===== src/sv/mtf_pkg.sv =====
// Shared constants, codes, types and address helpers of the move-to-front list.
`default_nettype none
package mtf_pkg;

    localparam int DEPTH       = 16;
    localparam int VALUE_WIDTH = 32;
    localparam int ITEM_W      = 32;
    localparam int STORE_W     = (VALUE_WIDTH < ITEM_W) ? VALUE_WIDTH : ITEM_W;
    localparam int IDX_W       = $clog2(DEPTH);
    localparam int CNT_W       = $clog2(DEPTH + 1);

    localparam logic [1:0] REQ_INSERT = 2'd0;
    localparam logic [1:0] REQ_REMOVE = 2'd1;
    localparam logic [1:0] REQ_ACCESS = 2'd2;

    localparam logic [1:0] STAT_OK       = 2'd0;
    localparam logic [1:0] STAT_FULL     = 2'd1;
    localparam logic [1:0] STAT_EMPTY    = 2'd2;
    localparam logic [1:0] STAT_NOTFOUND = 2'd3;

    typedef enum logic [2:0] {
        S_IDLE,
        S_DECODE,
        S_HEAD,
        S_SCAN,
        S_SHIFT,
        S_FRONT,
        S_DONE
    } state_t;

    typedef struct packed {
        logic             rd_en;
        logic [IDX_W-1:0] rd_addr;
        logic             wr_en;
        logic [IDX_W-1:0] wr_addr;
        logic             wr_from_rd;
    } mem_cmd_t;

    typedef struct packed {
        logic [1:0]        status;
        logic [ITEM_W-1:0] value;
        logic [CNT_W-1:0]  count;
    } rsp_t;

    // Physical slot of list position off, counted from the head slot.
    function automatic logic [IDX_W-1:0] wrap_add(input logic [IDX_W-1:0] base,
                                                  input logic [CNT_W-1:0] off);
        logic [CNT_W:0] sum;
        sum = (CNT_W+1)'(base) + (CNT_W+1)'(off);
        if (sum >= (CNT_W+1)'(DEPTH))
        begin
            sum = sum - (CNT_W+1)'(DEPTH);
        end
        return sum[IDX_W-1:0];
    endfunction

    function automatic logic [IDX_W-1:0] wrap_dec(input logic [IDX_W-1:0] base);
        logic [IDX_W-1:0] res;
        if (base == '0)
        begin
            res = IDX_W'(DEPTH - 1);
        end
        else
        begin
            res = base - IDX_W'(1);
        end
        return res;
    endfunction

endpackage
`default_nettype wire


===== src/sv/mtf_ifs.sv =====
// Request and result channel interfaces of the move-to-front list.
`default_nettype none
interface mtf_req_if;
    logic        valid;
    logic        ready;
    logic [1:0]  req_type;
    logic [31:0] item_value;

    modport source (output valid, output req_type, output item_value, input ready);
    modport sink   (input valid, input req_type, input item_value, output ready);
endinterface

interface mtf_rsp_if;
    logic        valid;
    logic        ready;
    logic [1:0]  status;
    logic [31:0] out_value;
    logic [4:0]  entry_count;

    modport source (output valid, output status, output out_value, output entry_count,
                    input ready);
    modport sink   (input valid, input status, input out_value, input entry_count,
                    output ready);
endinterface
`default_nettype wire


===== src/sv/mtf_store.sv =====
// List storage: one-write, one-read memory with registered read and the shared comparator.
`default_nettype none
module mtf_store (
    input  wire logic                      clk,
    input  wire mtf_pkg::mem_cmd_t         cmd,
    input  wire logic [mtf_pkg::STORE_W-1:0] key,
    output logic [mtf_pkg::STORE_W-1:0]    rd_data,
    output logic                           match
);

    logic [mtf_pkg::STORE_W-1:0] mem [mtf_pkg::DEPTH];
    logic [mtf_pkg::STORE_W-1:0] rd_data_reg;

    // A shift step writes back the entry read in the previous cycle.
    always_ff @(posedge clk)
    begin
        if (cmd.wr_en)
        begin
            mem[cmd.wr_addr] <= cmd.wr_from_rd ? rd_data_reg : key;
        end
    end

    always_ff @(posedge clk)
    begin
        if (cmd.rd_en)
        begin
            rd_data_reg <= mem[cmd.rd_addr];
        end
    end

    assign rd_data = rd_data_reg;
    assign match   = (rd_data_reg == key);

endmodule
`default_nettype wire


===== src/sv/mtf_ctrl.sv =====
// Sequencer: head pointer, fill count, scan and shift counters of the move-to-front list.
`default_nettype none
module mtf_ctrl (
    input  wire logic                        clk,
    input  wire logic                        rst_n,
    input  wire logic                        in_valid,
    output logic                             in_ready,
    input  wire logic [1:0]                  in_type,
    input  wire logic [31:0]                 in_value,
    input  wire logic                        slot_free,
    output logic                             push,
    output mtf_pkg::rsp_t                    rsp,
    output mtf_pkg::mem_cmd_t                cmd,
    output logic [mtf_pkg::STORE_W-1:0]      key,
    input  wire logic [mtf_pkg::STORE_W-1:0] rd_data,
    input  wire logic                        match
);

    mtf_pkg::state_t state_reg, state_next;

    logic [mtf_pkg::IDX_W-1:0]   head_reg, head_next;
    logic [mtf_pkg::CNT_W-1:0]   fill_reg, fill_next;
    logic [1:0]                  kind_reg, kind_next;
    logic [mtf_pkg::STORE_W-1:0] val_reg, val_next;
    logic [mtf_pkg::CNT_W-1:0]   idx_reg, idx_next;
    logic                        pipe_vld_reg, pipe_vld_next;
    logic [mtf_pkg::CNT_W-1:0]   pipe_idx_reg, pipe_idx_next;
    logic                        rd_more_reg, rd_more_next;
    logic [1:0]                  status_reg, status_next;
    logic [mtf_pkg::STORE_W-1:0] outv_reg, outv_next;

    logic accept;
    logic hit;
    logic miss_end;
    logic is_full;
    logic is_empty;

    assign accept   = in_valid && in_ready;
    assign hit      = pipe_vld_reg && match;
    assign miss_end = pipe_vld_reg && !match
                      && (pipe_idx_reg == fill_reg - mtf_pkg::CNT_W'(1));
    assign is_full  = (fill_reg == mtf_pkg::CNT_W'(mtf_pkg::DEPTH));
    assign is_empty = (fill_reg == '0);
    assign key      = val_reg;

    always_ff @(posedge clk or negedge rst_n)
    begin
        if (!rst_n)
        begin
            state_reg    <= mtf_pkg::S_IDLE;
            head_reg     <= '0;
            fill_reg     <= '0;
            pipe_vld_reg <= 1'b0;
            rd_more_reg  <= 1'b0;
        end
        else
        begin
            state_reg    <= state_next;
            head_reg     <= head_next;
            fill_reg     <= fill_next;
            pipe_vld_reg <= pipe_vld_next;
            rd_more_reg  <= rd_more_next;
        end
    end

    always_ff @(posedge clk)
    begin
        kind_reg     <= kind_next;
        val_reg      <= val_next;
        idx_reg      <= idx_next;
        pipe_idx_reg <= pipe_idx_next;
        status_reg   <= status_next;
        outv_reg     <= outv_next;
    end

    // Next state.
    always_comb
    begin
        state_next = state_reg;
        case (state_reg)
            mtf_pkg::S_IDLE:
            begin
                if (accept)
                begin
                    state_next = mtf_pkg::S_DECODE;
                end
            end
            mtf_pkg::S_DECODE:
            begin
                case (kind_reg)
                    mtf_pkg::REQ_REMOVE:
                    begin
                        state_next = is_empty ? mtf_pkg::S_DONE : mtf_pkg::S_HEAD;
                    end
                    mtf_pkg::REQ_ACCESS:
                    begin
                        state_next = is_empty ? mtf_pkg::S_DONE : mtf_pkg::S_SCAN;
                    end
                    default:
                    begin
                        state_next = mtf_pkg::S_DONE;
                    end
                endcase
            end
            mtf_pkg::S_HEAD:
            begin
                state_next = mtf_pkg::S_DONE;
            end
            mtf_pkg::S_SCAN:
            begin
                if (hit)
                begin
                    state_next = (pipe_idx_reg == '0) ? mtf_pkg::S_DONE : mtf_pkg::S_SHIFT;
                end
                else if (miss_end)
                begin
                    state_next = mtf_pkg::S_DONE;
                end
            end
            mtf_pkg::S_SHIFT:
            begin
                if (!rd_more_reg)
                begin
                    state_next = mtf_pkg::S_FRONT;
                end
            end
            mtf_pkg::S_FRONT:
            begin
                state_next = mtf_pkg::S_DONE;
            end
            mtf_pkg::S_DONE:
            begin
                if (slot_free)
                begin
                    state_next = mtf_pkg::S_IDLE;
                end
            end
            default:
            begin
                state_next = mtf_pkg::S_IDLE;
            end
        endcase
    end

    // Datapath control and outputs.
    always_comb
    begin
        head_next     = head_reg;
        fill_next     = fill_reg;
        kind_next     = kind_reg;
        val_next      = val_reg;
        idx_next      = idx_reg;
        pipe_vld_next = 1'b0;
        pipe_idx_next = pipe_idx_reg;
        rd_more_next  = rd_more_reg;
        status_next   = status_reg;
        outv_next     = outv_reg;
        in_ready      = 1'b0;
        push          = 1'b0;
        cmd           = '0;

        case (state_reg)
            mtf_pkg::S_IDLE:
            begin
                in_ready = 1'b1;
                if (accept)
                begin
                    kind_next = in_type;
                    val_next  = mtf_pkg::STORE_W'(in_value);
                end
            end
            mtf_pkg::S_DECODE:
            begin
                status_next = mtf_pkg::STAT_OK;
                outv_next   = '0;
                idx_next    = '0;
                case (kind_reg)
                    mtf_pkg::REQ_INSERT:
                    begin
                        if (is_full)
                        begin
                            status_next = mtf_pkg::STAT_FULL;
                        end
                        else
                        begin
                            cmd.wr_en   = 1'b1;
                            cmd.wr_addr = mtf_pkg::wrap_dec(head_reg);
                            head_next   = mtf_pkg::wrap_dec(head_reg);
                            fill_next   = fill_reg + mtf_pkg::CNT_W'(1);
                        end
                    end
                    mtf_pkg::REQ_REMOVE:
                    begin
                        if (is_empty)
                        begin
                            status_next = mtf_pkg::STAT_EMPTY;
                        end
                        else
                        begin
                            cmd.rd_en   = 1'b1;
                            cmd.rd_addr = head_reg;
                        end
                    end
                    mtf_pkg::REQ_ACCESS:
                    begin
                        if (is_empty)
                        begin
                            status_next = mtf_pkg::STAT_NOTFOUND;
                        end
                    end
                    default:
                    begin
                        status_next = mtf_pkg::STAT_OK;
                    end
                endcase
            end
            mtf_pkg::S_HEAD:
            begin
                outv_next = rd_data;
                head_next = mtf_pkg::wrap_add(head_reg, mtf_pkg::CNT_W'(1));
                fill_next = fill_reg - mtf_pkg::CNT_W'(1);
            end
            mtf_pkg::S_SCAN:
            begin
                // Reads run one position ahead of the comparison on the registered data.
                if (hit)
                begin
                    idx_next     = pipe_idx_reg - mtf_pkg::CNT_W'(1);
                    rd_more_next = 1'b1;
                end
                else if (miss_end)
                begin
                    status_next = mtf_pkg::STAT_NOTFOUND;
                end
                else if (idx_reg < fill_reg)
                begin
                    cmd.rd_en     = 1'b1;
                    cmd.rd_addr   = mtf_pkg::wrap_add(head_reg, idx_reg);
                    pipe_vld_next = 1'b1;
                    pipe_idx_next = idx_reg;
                    idx_next      = idx_reg + mtf_pkg::CNT_W'(1);
                end
            end
            mtf_pkg::S_SHIFT:
            begin
                // Each entry ahead of the hit is read, then written one place further back.
                if (rd_more_reg)
                begin
                    cmd.rd_en     = 1'b1;
                    cmd.rd_addr   = mtf_pkg::wrap_add(head_reg, idx_reg);
                    pipe_vld_next = 1'b1;
                    pipe_idx_next = idx_reg;
                    rd_more_next  = (idx_reg != '0);
                    idx_next      = idx_reg - mtf_pkg::CNT_W'(1);
                end
                if (pipe_vld_reg)
                begin
                    cmd.wr_en      = 1'b1;
                    cmd.wr_from_rd = 1'b1;
                    cmd.wr_addr    = mtf_pkg::wrap_add(head_reg,
                                                       pipe_idx_reg + mtf_pkg::CNT_W'(1));
                end
            end
            mtf_pkg::S_FRONT:
            begin
                cmd.wr_en   = 1'b1;
                cmd.wr_addr = head_reg;
            end
            mtf_pkg::S_DONE:
            begin
                push = slot_free;
            end
            default:
            begin
                push = 1'b0;
            end
        endcase
    end

    assign rsp.status = status_reg;
    assign rsp.value  = mtf_pkg::ITEM_W'(outv_reg);
    assign rsp.count  = fill_reg;

endmodule
`default_nettype wire


===== src/sv/move_to_front_list.sv =====
// Move-to-front list: top level with the request and result channels and the result register.
//
// Requests arrive on req (req_type, item_value) and each gives exactly one result beat on
// rsp (status, out_value, entry_count). Insert puts a value at the front, remove-head pops
// the front value, and access moves the first matching entry to the front.
// The list sits in a one-read, one-write memory used as a ring, so insert and remove only
// move the head pointer: an insert passes through the decode state, a remove through the
// decode and head-read states, before its result goes to the result register.
// Access is limited by the single memory read port: a compare scan over the n held
// entries, a shift of the p entries ahead of a hit at position p, and one front write.
// The block takes one request at a time; req.ready is high only while it is idle.
// A finished result waits in the output register; the next request is accepted while it
// waits, and if rsp stalls the sequencer holds its next result until the register frees.
// Reset empties the list and clears the result valid flag; memory contents are not cleared.
`default_nettype none
module move_to_front_list (
    input  wire logic  clk,
    input  wire logic  rst_n,
    mtf_req_if.sink    req,
    mtf_rsp_if.source  rsp
);

    mtf_pkg::mem_cmd_t           cmd;
    mtf_pkg::rsp_t               result;
    logic [mtf_pkg::STORE_W-1:0] key;
    logic [mtf_pkg::STORE_W-1:0] rd_data;
    logic                        match;
    logic                        push;
    logic                        slot_free;
    logic                        rsp_valid_reg, rsp_valid_next;
    mtf_pkg::rsp_t               rsp_data_reg, rsp_data_next;

    assign slot_free = !rsp_valid_reg || rsp.ready;

    mtf_ctrl u_ctrl (
        .clk       (clk),
        .rst_n     (rst_n),
        .in_valid  (req.valid),
        .in_ready  (req.ready),
        .in_type   (req.req_type),
        .in_value  (req.item_value),
        .slot_free (slot_free),
        .push      (push),
        .rsp       (result),
        .cmd       (cmd),
        .key       (key),
        .rd_data   (rd_data),
        .match     (match)
    );

    mtf_store u_store (
        .clk     (clk),
        .cmd     (cmd),
        .key     (key),
        .rd_data (rd_data),
        .match   (match)
    );

    always_comb
    begin
        rsp_valid_next = rsp_valid_reg;
        rsp_data_next  = rsp_data_reg;
        if (push)
        begin
            rsp_valid_next = 1'b1;
            rsp_data_next  = result;
        end
        else if (rsp.ready)
        begin
            rsp_valid_next = 1'b0;
        end
    end

    always_ff @(posedge clk or negedge rst_n)
    begin
        if (!rst_n)
        begin
            rsp_valid_reg <= 1'b0;
        end
        else
        begin
            rsp_valid_reg <= rsp_valid_next;
        end
    end

    always_ff @(posedge clk)
    begin
        rsp_data_reg <= rsp_data_next;
    end

    assign rsp.valid       = rsp_valid_reg;
    assign rsp.status      = rsp_data_reg.status;
    assign rsp.out_value   = rsp_data_reg.value;
    assign rsp.entry_count = rsp_data_reg.count;

endmodule
`default_nettype wire

===== src/flat_wrapper.sv =====
// flat-port wrapper written by rule: the top's interface ports become plain ports
module move_to_front_list_flat 
  (clk, rst_n, req_valid, req_req_type, req_item_value, req_ready, rsp_valid, rsp_status, rsp_out_value, rsp_entry_count, rsp_ready);
  mtf_req_if req_i ();
  mtf_rsp_if rsp_i ();
  input  wire logic clk;
  input  wire logic rst_n;
  input wire logic [$bits(req_i.valid)-1:0] req_valid;
  input wire logic [$bits(req_i.req_type)-1:0] req_req_type;
  input wire logic [$bits(req_i.item_value)-1:0] req_item_value;
  output wire logic [$bits(req_i.ready)-1:0] req_ready;
  output wire logic [$bits(rsp_i.valid)-1:0] rsp_valid;
  output wire logic [$bits(rsp_i.status)-1:0] rsp_status;
  output wire logic [$bits(rsp_i.out_value)-1:0] rsp_out_value;
  output wire logic [$bits(rsp_i.entry_count)-1:0] rsp_entry_count;
  input wire logic [$bits(rsp_i.ready)-1:0] rsp_ready;
  assign req_i.valid = req_valid;
  assign req_i.req_type = req_req_type;
  assign req_i.item_value = req_item_value;
  assign req_ready = req_i.ready;
  assign rsp_valid = rsp_i.valid;
  assign rsp_status = rsp_i.status;
  assign rsp_out_value = rsp_i.out_value;
  assign rsp_entry_count = rsp_i.entry_count;
  assign rsp_i.ready = rsp_ready;
  move_to_front_list u_core (.clk(clk), .rst_n(rst_n), .req(req_i), .rsp(rsp_i));
endmodule

===== config.mk =====
export PLATFORM = sky130hd
export DESIGN_NAME = move_to_front_list_flat
export DESIGN_NICKNAME = d
export VERILOG_FILES = /design/src/sv/mtf_pkg.sv /design/src/sv/mtf_ifs.sv /design/src/sv/mtf_store.sv /design/src/sv/mtf_ctrl.sv /design/src/sv/move_to_front_list.sv /design/src/flat_wrapper.sv
export SDC_FILE = /design/constraint.sdc
export NUM_CORES = 1
export LEC_CHECK = 0
export ABC_AREA = 0
export ABC_CLOCK_PERIOD_IN_PS = 4900
export BUFFER_PORTS_ARGS = -buffer_cell sky130_fd_sc_hd__buf_2
export CAP_MARGIN = 20
export CORE_MARGIN = 2
export CORE_UTILIZATION = 62
export CTS_CLUSTER_SIZE = 12
export DETAILED_ROUTE_END_ITERATION = 10
export GPL_ROUTABILITY_DRIVEN = 0
export HOLD_SLACK_MARGIN = 0.08
export PLACE_DENSITY_LB_ADDON = 0.3
export SETUP_SLACK_MARGIN = 0.1
export SYNTH_ARGS = -nofsm -noshare
export SYNTH_HDL_FRONTEND = slang
export SYNTH_SLANG_ARGS = --single-unit
export TNS_END_PERCENT = 20

===== constraint.sdc =====
create_clock -name clk -period 4.9 [get_ports clk]
set_clock_uncertainty 0.05 [all_clocks]
set_input_delay 1.47 -clock clk [delete_from_list [all_inputs] [get_ports clk]]
set_output_delay 1.47 -clock clk [all_outputs]
set_load 0.02 [all_outputs]

==> qor.txt, run 1 <==
final worst slack: 621 ps
pre-CTS WS: 791 ps
Critical Path AT: 4540 ps
Root Buffer: clkbuf_16
Worst-Margin Slew: 1120 ps
Ys Warns: 0
initial detailed-routing violation count: 2604
number of max-cap violations: 0
Post-CTS Hold Fix Bufs: 0
Non-Filler Instances: 2620
post-route setup TNS: 0 ps
Pleak: 10.4 nW
Register Area: 20200 um^2
synth top area cells: edfxtp_1 71%, nand3_1 4.2%, o21ai_0 2.4%
hold_ws: 364 ps
Top FF cell, synth: edfxtp_1
CTS tree: built
post_cts resized: 0
commonest non-fill, non-tap cell in the layout: edfxtp_1
final setup fails: 0
clock transition at the registers of the reported paths: 60 ps
Setup CP Type: flip-flop to flip-flop
first-pass GRT wire length: 105 mm
busiest layer in global routing: met2
DIE HEIGHT: 217 um
worst skew pair latency: 600 ps
Post-CTS Setup Repair Bufs: 0
GRT met2 Usage: 46.5%
Final nets: 2064
Core ar.: 44400 um^2
final slew viol count: 0
wirelength, routed: 69.8 mm
via count: 18100
Synth top area share: 70.8%
Yosys cell types: 71
register area share after synthesis: 72.2%
R2R depth: 10
row cnt: 77
crit path time final: 4280 ps
die area: 46900 um^2
post-DP HPWL: 40.8 mm
status: finished clean
vias per cell: 6.89
met3 Use GR: 6.89%
DR pass1 iterations: 6
Sink Count: 676
worst-case clock buffer depth: 3
Synth Register Bits: 676
initial core utilization: 63.1%
Die W: 217 um
HP Class: flip-flop to flip-flop
leading area contributor after synthesis: edfxtp_1
most frequent cells in the layout: 661 x edfxtp_1, 232 x nand3_1, 157 x nand2_1
GR Util All Layers: 29.8%
IO buf count: 78
final global-route overflow total: 0
CTS buffer count: 69
Cell Area, Synth: 28000 um^2
Critical Path RT: 5160 ps
Fin. Hold Viols: 0
Routed Antenna Nets: 0
Critical Path Fanout Max: 106
routed len/inst: 26.6 um
max FFs per register: 512
VDD IR max: 0.000264 V
Area Growth Syn to Fin: 11.4%
Placed Cells: 2520
final cycle utilization of the critical path: 87.3%
unrepaired setup endpoints after global routing: false
WHS Path Cells: 0
fillers: 2787
Post-synth EDFFs: 661
kind of launch point of the worst setup path: flip-flop
H-tree levels: 3
largest net degree at the start of global routing: 107
Critical Path Sink Type: flip-flop
power density over the cells: 352 nW/um^2
final core occ: 70.3%
num ports: 79
most flop-heavy register: u_core.u_store.mem
ys async rst share: 2.22%
share of layout cells above drive strength 1: 14.5%
slew margin rel.: 25.1%
vias in the first global route: 17500
Mapped Cells: 1944
area of the multi-input gates: 7220 um^2
Net Count, Synth: 2009
antenna cells: 0
routing usage on met1: 41.2%
initial antenna violation count: 0
Avg Cell Area, Syn: 14.4 um^2
Fmax: 234 MHz
DRC Markers: 0
[kinds of logic after synthesis]
logic type / Yosys count / synth area share [%]
buffers and inverters: 174 / 2.83
flip-flops: 676 / 72.2
AND/OR/NAND/NOR: 502 / 8.59
adder cells (fa/ha/maj): 27 / 1.26
XOR/XNOR: 54 / 1.69
multiplexers: 68 / 2.58
AO/OA/AOI/OAI: 443 / 10.9
[path summary, 6_finish.rpt]
| kind | slack [ps] | endpoint | from |
|---|---|---|---|
| max in group asynchronous | 3760 | u_core.u_ctrl.fill_reg[3] | rst_n |
| worst max-delay path | 620 | u_core.u_store.rd_data[7] | u_core.u_store.rd_data[25] |
| worst min register to register | 360 | u_core.rsp.out_value[11] | u_core.u_ctrl.outv_reg[11] |
| worst min-delay path | 360 | u_core.rsp.out_value[11] | u_core.u_ctrl.outv_reg[11] |
| worst max register to register | 620 | u_core.u_store.rd_data[7] | u_core.u_store.rd_data[25] |
| min in group asynchronous | 750 | u_core.u_ctrl.state_reg[0] | rst_n |
[where the power goes]
part	switching [W]	leakage (nW)	internal, W
Combinational	0.00000798	3.47	0.0000102
Sequential	0.0000000000000000000197	5.94	0.00625
Clock	0.00204	0.955	0.00267
[worst max-delay path: stages (launching register included)]
cell,delay (ps)
edfxtp_1,470
xnor2_1,440
nand4_1,290
nor4_4,580
a21oi_2,190
a2111o_2,740
buf_12,290
nand3_1,210
nand3_1,100
a32oi_1,350
o211ai_1,150
[area by class of cell]
cell class / count / share of cell area (%)
inverters: 25 / 0.300
clock buffers: 83 / 5.83
multi-input cells: 1094 / 23.1
repair buffers: 133 / 3.21
flip-flops and latches: 676 / 64.7
clock inverters: 17 / 0.405
well taps: 592 / 2.37
[metal layers]
metal	share of wire [%]	wire, um
met1	37	26000
met2	47	32700
met3	13	8730
met4	3.3	2290
met5	0	0
[metrics by stage]
stage	area (um^2)	power, W
6_report	31200	0.0110
5_1_grt	31200	0.0112
4_1_cts	31200	0.0110
3_5_place_dp	29300	0.00639
3_3_place_gp	29300	0.00639
2_1_floorplan	28000	0.00637
[synthesized netlist by cell type, drive strengths merged, types with 15 or more instances]
cell    number
edfxtp     661
nand3      233
nand2      159
o21ai      146
a21oi       87
clkbuf      82
buf         67
a32oi       65
xnor2       47
nor2        38
o211ai      37
and3        36
mux2        34
mux2i       34
a32o        33
a221o       32
ha          25
inv         25
dfrtp       15
No activity file was read; power rests on OpenSTA's default activity.
==> run 2: changes to the inputs <==
CORE_UTILIZATION = 65   (was 62)
CTS_BUF_LIST = sky130_fd_sc_hd__clkbuf_8   (was unset)
==> run 2 against run 1 <==
  * Total power decreased by 4.0%
  * Via count up 1.9%
  * Worst hold slack better by 4.6 ps
  * Wire length up 1.2%
  * Critical endpoint is now u_core.u_store.rd_data[1]
  * Largest cell class unchanged
==> qor.txt, run 2 (synthesis gave the netlist of run 1 again) <==
clock transition at the registers of the reported paths: 60 ps
wirelength, routed: 70.7 mm
share of layout cells above drive strength 1: 16.3%
final cycle utilization of the critical path: 83.9%
CTS tree: built
post-DP HPWL: 41.7 mm
max FFs per register: 512
initial detailed-routing violation count: 2928
final global-route overflow total: 0
post-route setup TNS: 0 ps
DIE HEIGHT: 212 um
worst-case clock buffer depth: 3
Fin. Hold Viols: 0
Sink Count: 676
die area: 44800 um^2
vias in the first global route: 17800
CTS buffer count: 104
Core ar.: 42800 um^2
pre-CTS WS: 910 ps
post_cts resized: 0
Critical Path Sink Type: flip-flop
antenna cells: 0
Setup CP Type: flip-flop to flip-flop
worst skew pair latency: 690 ps
most frequent cells in the layout: 661 x edfxtp_1, 232 x nand3_1, 157 x nand2_1
Routed Antenna Nets: 0
status: finished clean
Post-CTS Hold Fix Bufs: 0
R2R Path End: u_core.u_store.rd_data[1]
most flop-heavy register: u_core.u_store.mem
VDD IR max: 0.000208 V
fillers: 2631
IO buf count: 78
Die W: 212 um
DR pass1 iterations: 6
initial core utilization: 65.5%
final slew viol count: 0
row cnt: 76
Critical Path RT: 5250 ps
Critical path origin: u_core.u_store.rd_data[0]
first-pass GRT wire length: 105 mm
GR Util All Layers: 32.0%
Root Buffer: clkbuf_8
Post-CTS Setup Repair Bufs: 0
Critical Path AT: 4460 ps
DRC Markers: 0
power density over the cells: 338 nW/um^2
kind of launch point of the worst setup path: flip-flop
crit path time final: 4110 ps
Fmax: 243 MHz
Placed Cells: 2480
routed len/inst: 26.5 um
Setup crit end: u_core.u_store.rd_data[1]
H-tree levels: 3
commonest non-fill, non-tap cell in the layout: edfxtp_1
Critical R2R Launch: u_core.u_store.rd_data[0]
Critical Path Fanout Max: 128
Pleak: 10.6 nW
Area Growth Syn to Fin: 11.3%
unrepaired setup endpoints after global routing: false
final setup fails: 0
via count: 18400
setup slack, reg-to-reg: 790 ps
Non-Filler Instances: 2672
vias per cell: 6.88
Worst-Margin Slew: 1150 ps
number of max-cap violations: 0
HP Class: flip-flop to flip-flop
slew margin rel.: 23.5%
num ports: 79
final worst slack: 790 ps
Final nets: 2106
largest net degree at the start of global routing: 129
initial antenna violation count: 1
R2R depth: 10
[run 2: how the worst min path moves through the flow]
stage / start / to / slack [ps] / cells past startpoint
global route: u_core.u_ctrl.status_reg[0] / u_core.rsp.status[0] / 380 / 0
finish: u_core.u_ctrl.outv_reg[17] / u_core.rsp.out_value[17] / 370 / 0
global placement: u_core.u_ctrl.outv_reg[22] / u_core.rsp.out_value[22] / 350 / 0
detailed placement: u_core.u_ctrl.outv_reg[28] / u_core.rsp.out_value[28] / 350 / 0
floorplan: u_core.u_ctrl.outv_reg[0] / u_core.rsp.out_value[0] / 350 / 0
CTS: u_core.u_ctrl.outv_reg[28] / u_core.rsp.out_value[28] / 370 / 0
[run 2: worst max-delay path: stages (launching register included)]
cell	delay, ps
edfxtp_1	560
xnor2_1	260
nand4_1	200
nor4_4	560
a21oi_2	220
a2111o_2	530
buf_12	190
nand3_1	270
nand3_1	100
a32oi_1	430
o211ai_1	170
[run 2: cell type report]
cell class	count	area (um^2)	share of cell area [%]
sequential	676	20200	64.8
multi-input combinational	1094	7220	23.2
clock buffer	108	1490	4.77
timing repair buffer	140	1070	3.43
tap	546	683	2.19
clock inverter	83	407	1.30
inverter	25	93.8	0.301
[run 2: through the flow]
step | utilization (%) | area [um^2] | hold slack [ps] | power, W
2_1_floorplan | - | 28000 | 350 | 0.00637
3_5_place_dp | 68.4 | 29300 | 355 | 0.00640
6_report | 72.9 | 31200 | 369 | 0.0105
5_1_grt | 72.9 | 31200 | 376 | 0.0108
3_3_place_gp | 68.4 | 29300 | 351 | 0.00640
4_1_cts | 72.8 | 31200 | 369 | 0.0106
[run 2: where the power goes]
group	switching, W	internal, W
Sequential	0.0000000000000000000127	0.00625
Combinational	0.0000115	0.0000104
Clock	0.00212	0.00215
Total	0.00213	0.00841
[run 2: routing by layer]
layer	wire [um]	global-route usage [%]	vias to the layer above
met5	0	0	-
met4	2930	15.1	0
met3	8630	8.11	204
met2	32700	48.5	1324
met1	26400	44.1	9045
li1	-	-	7816
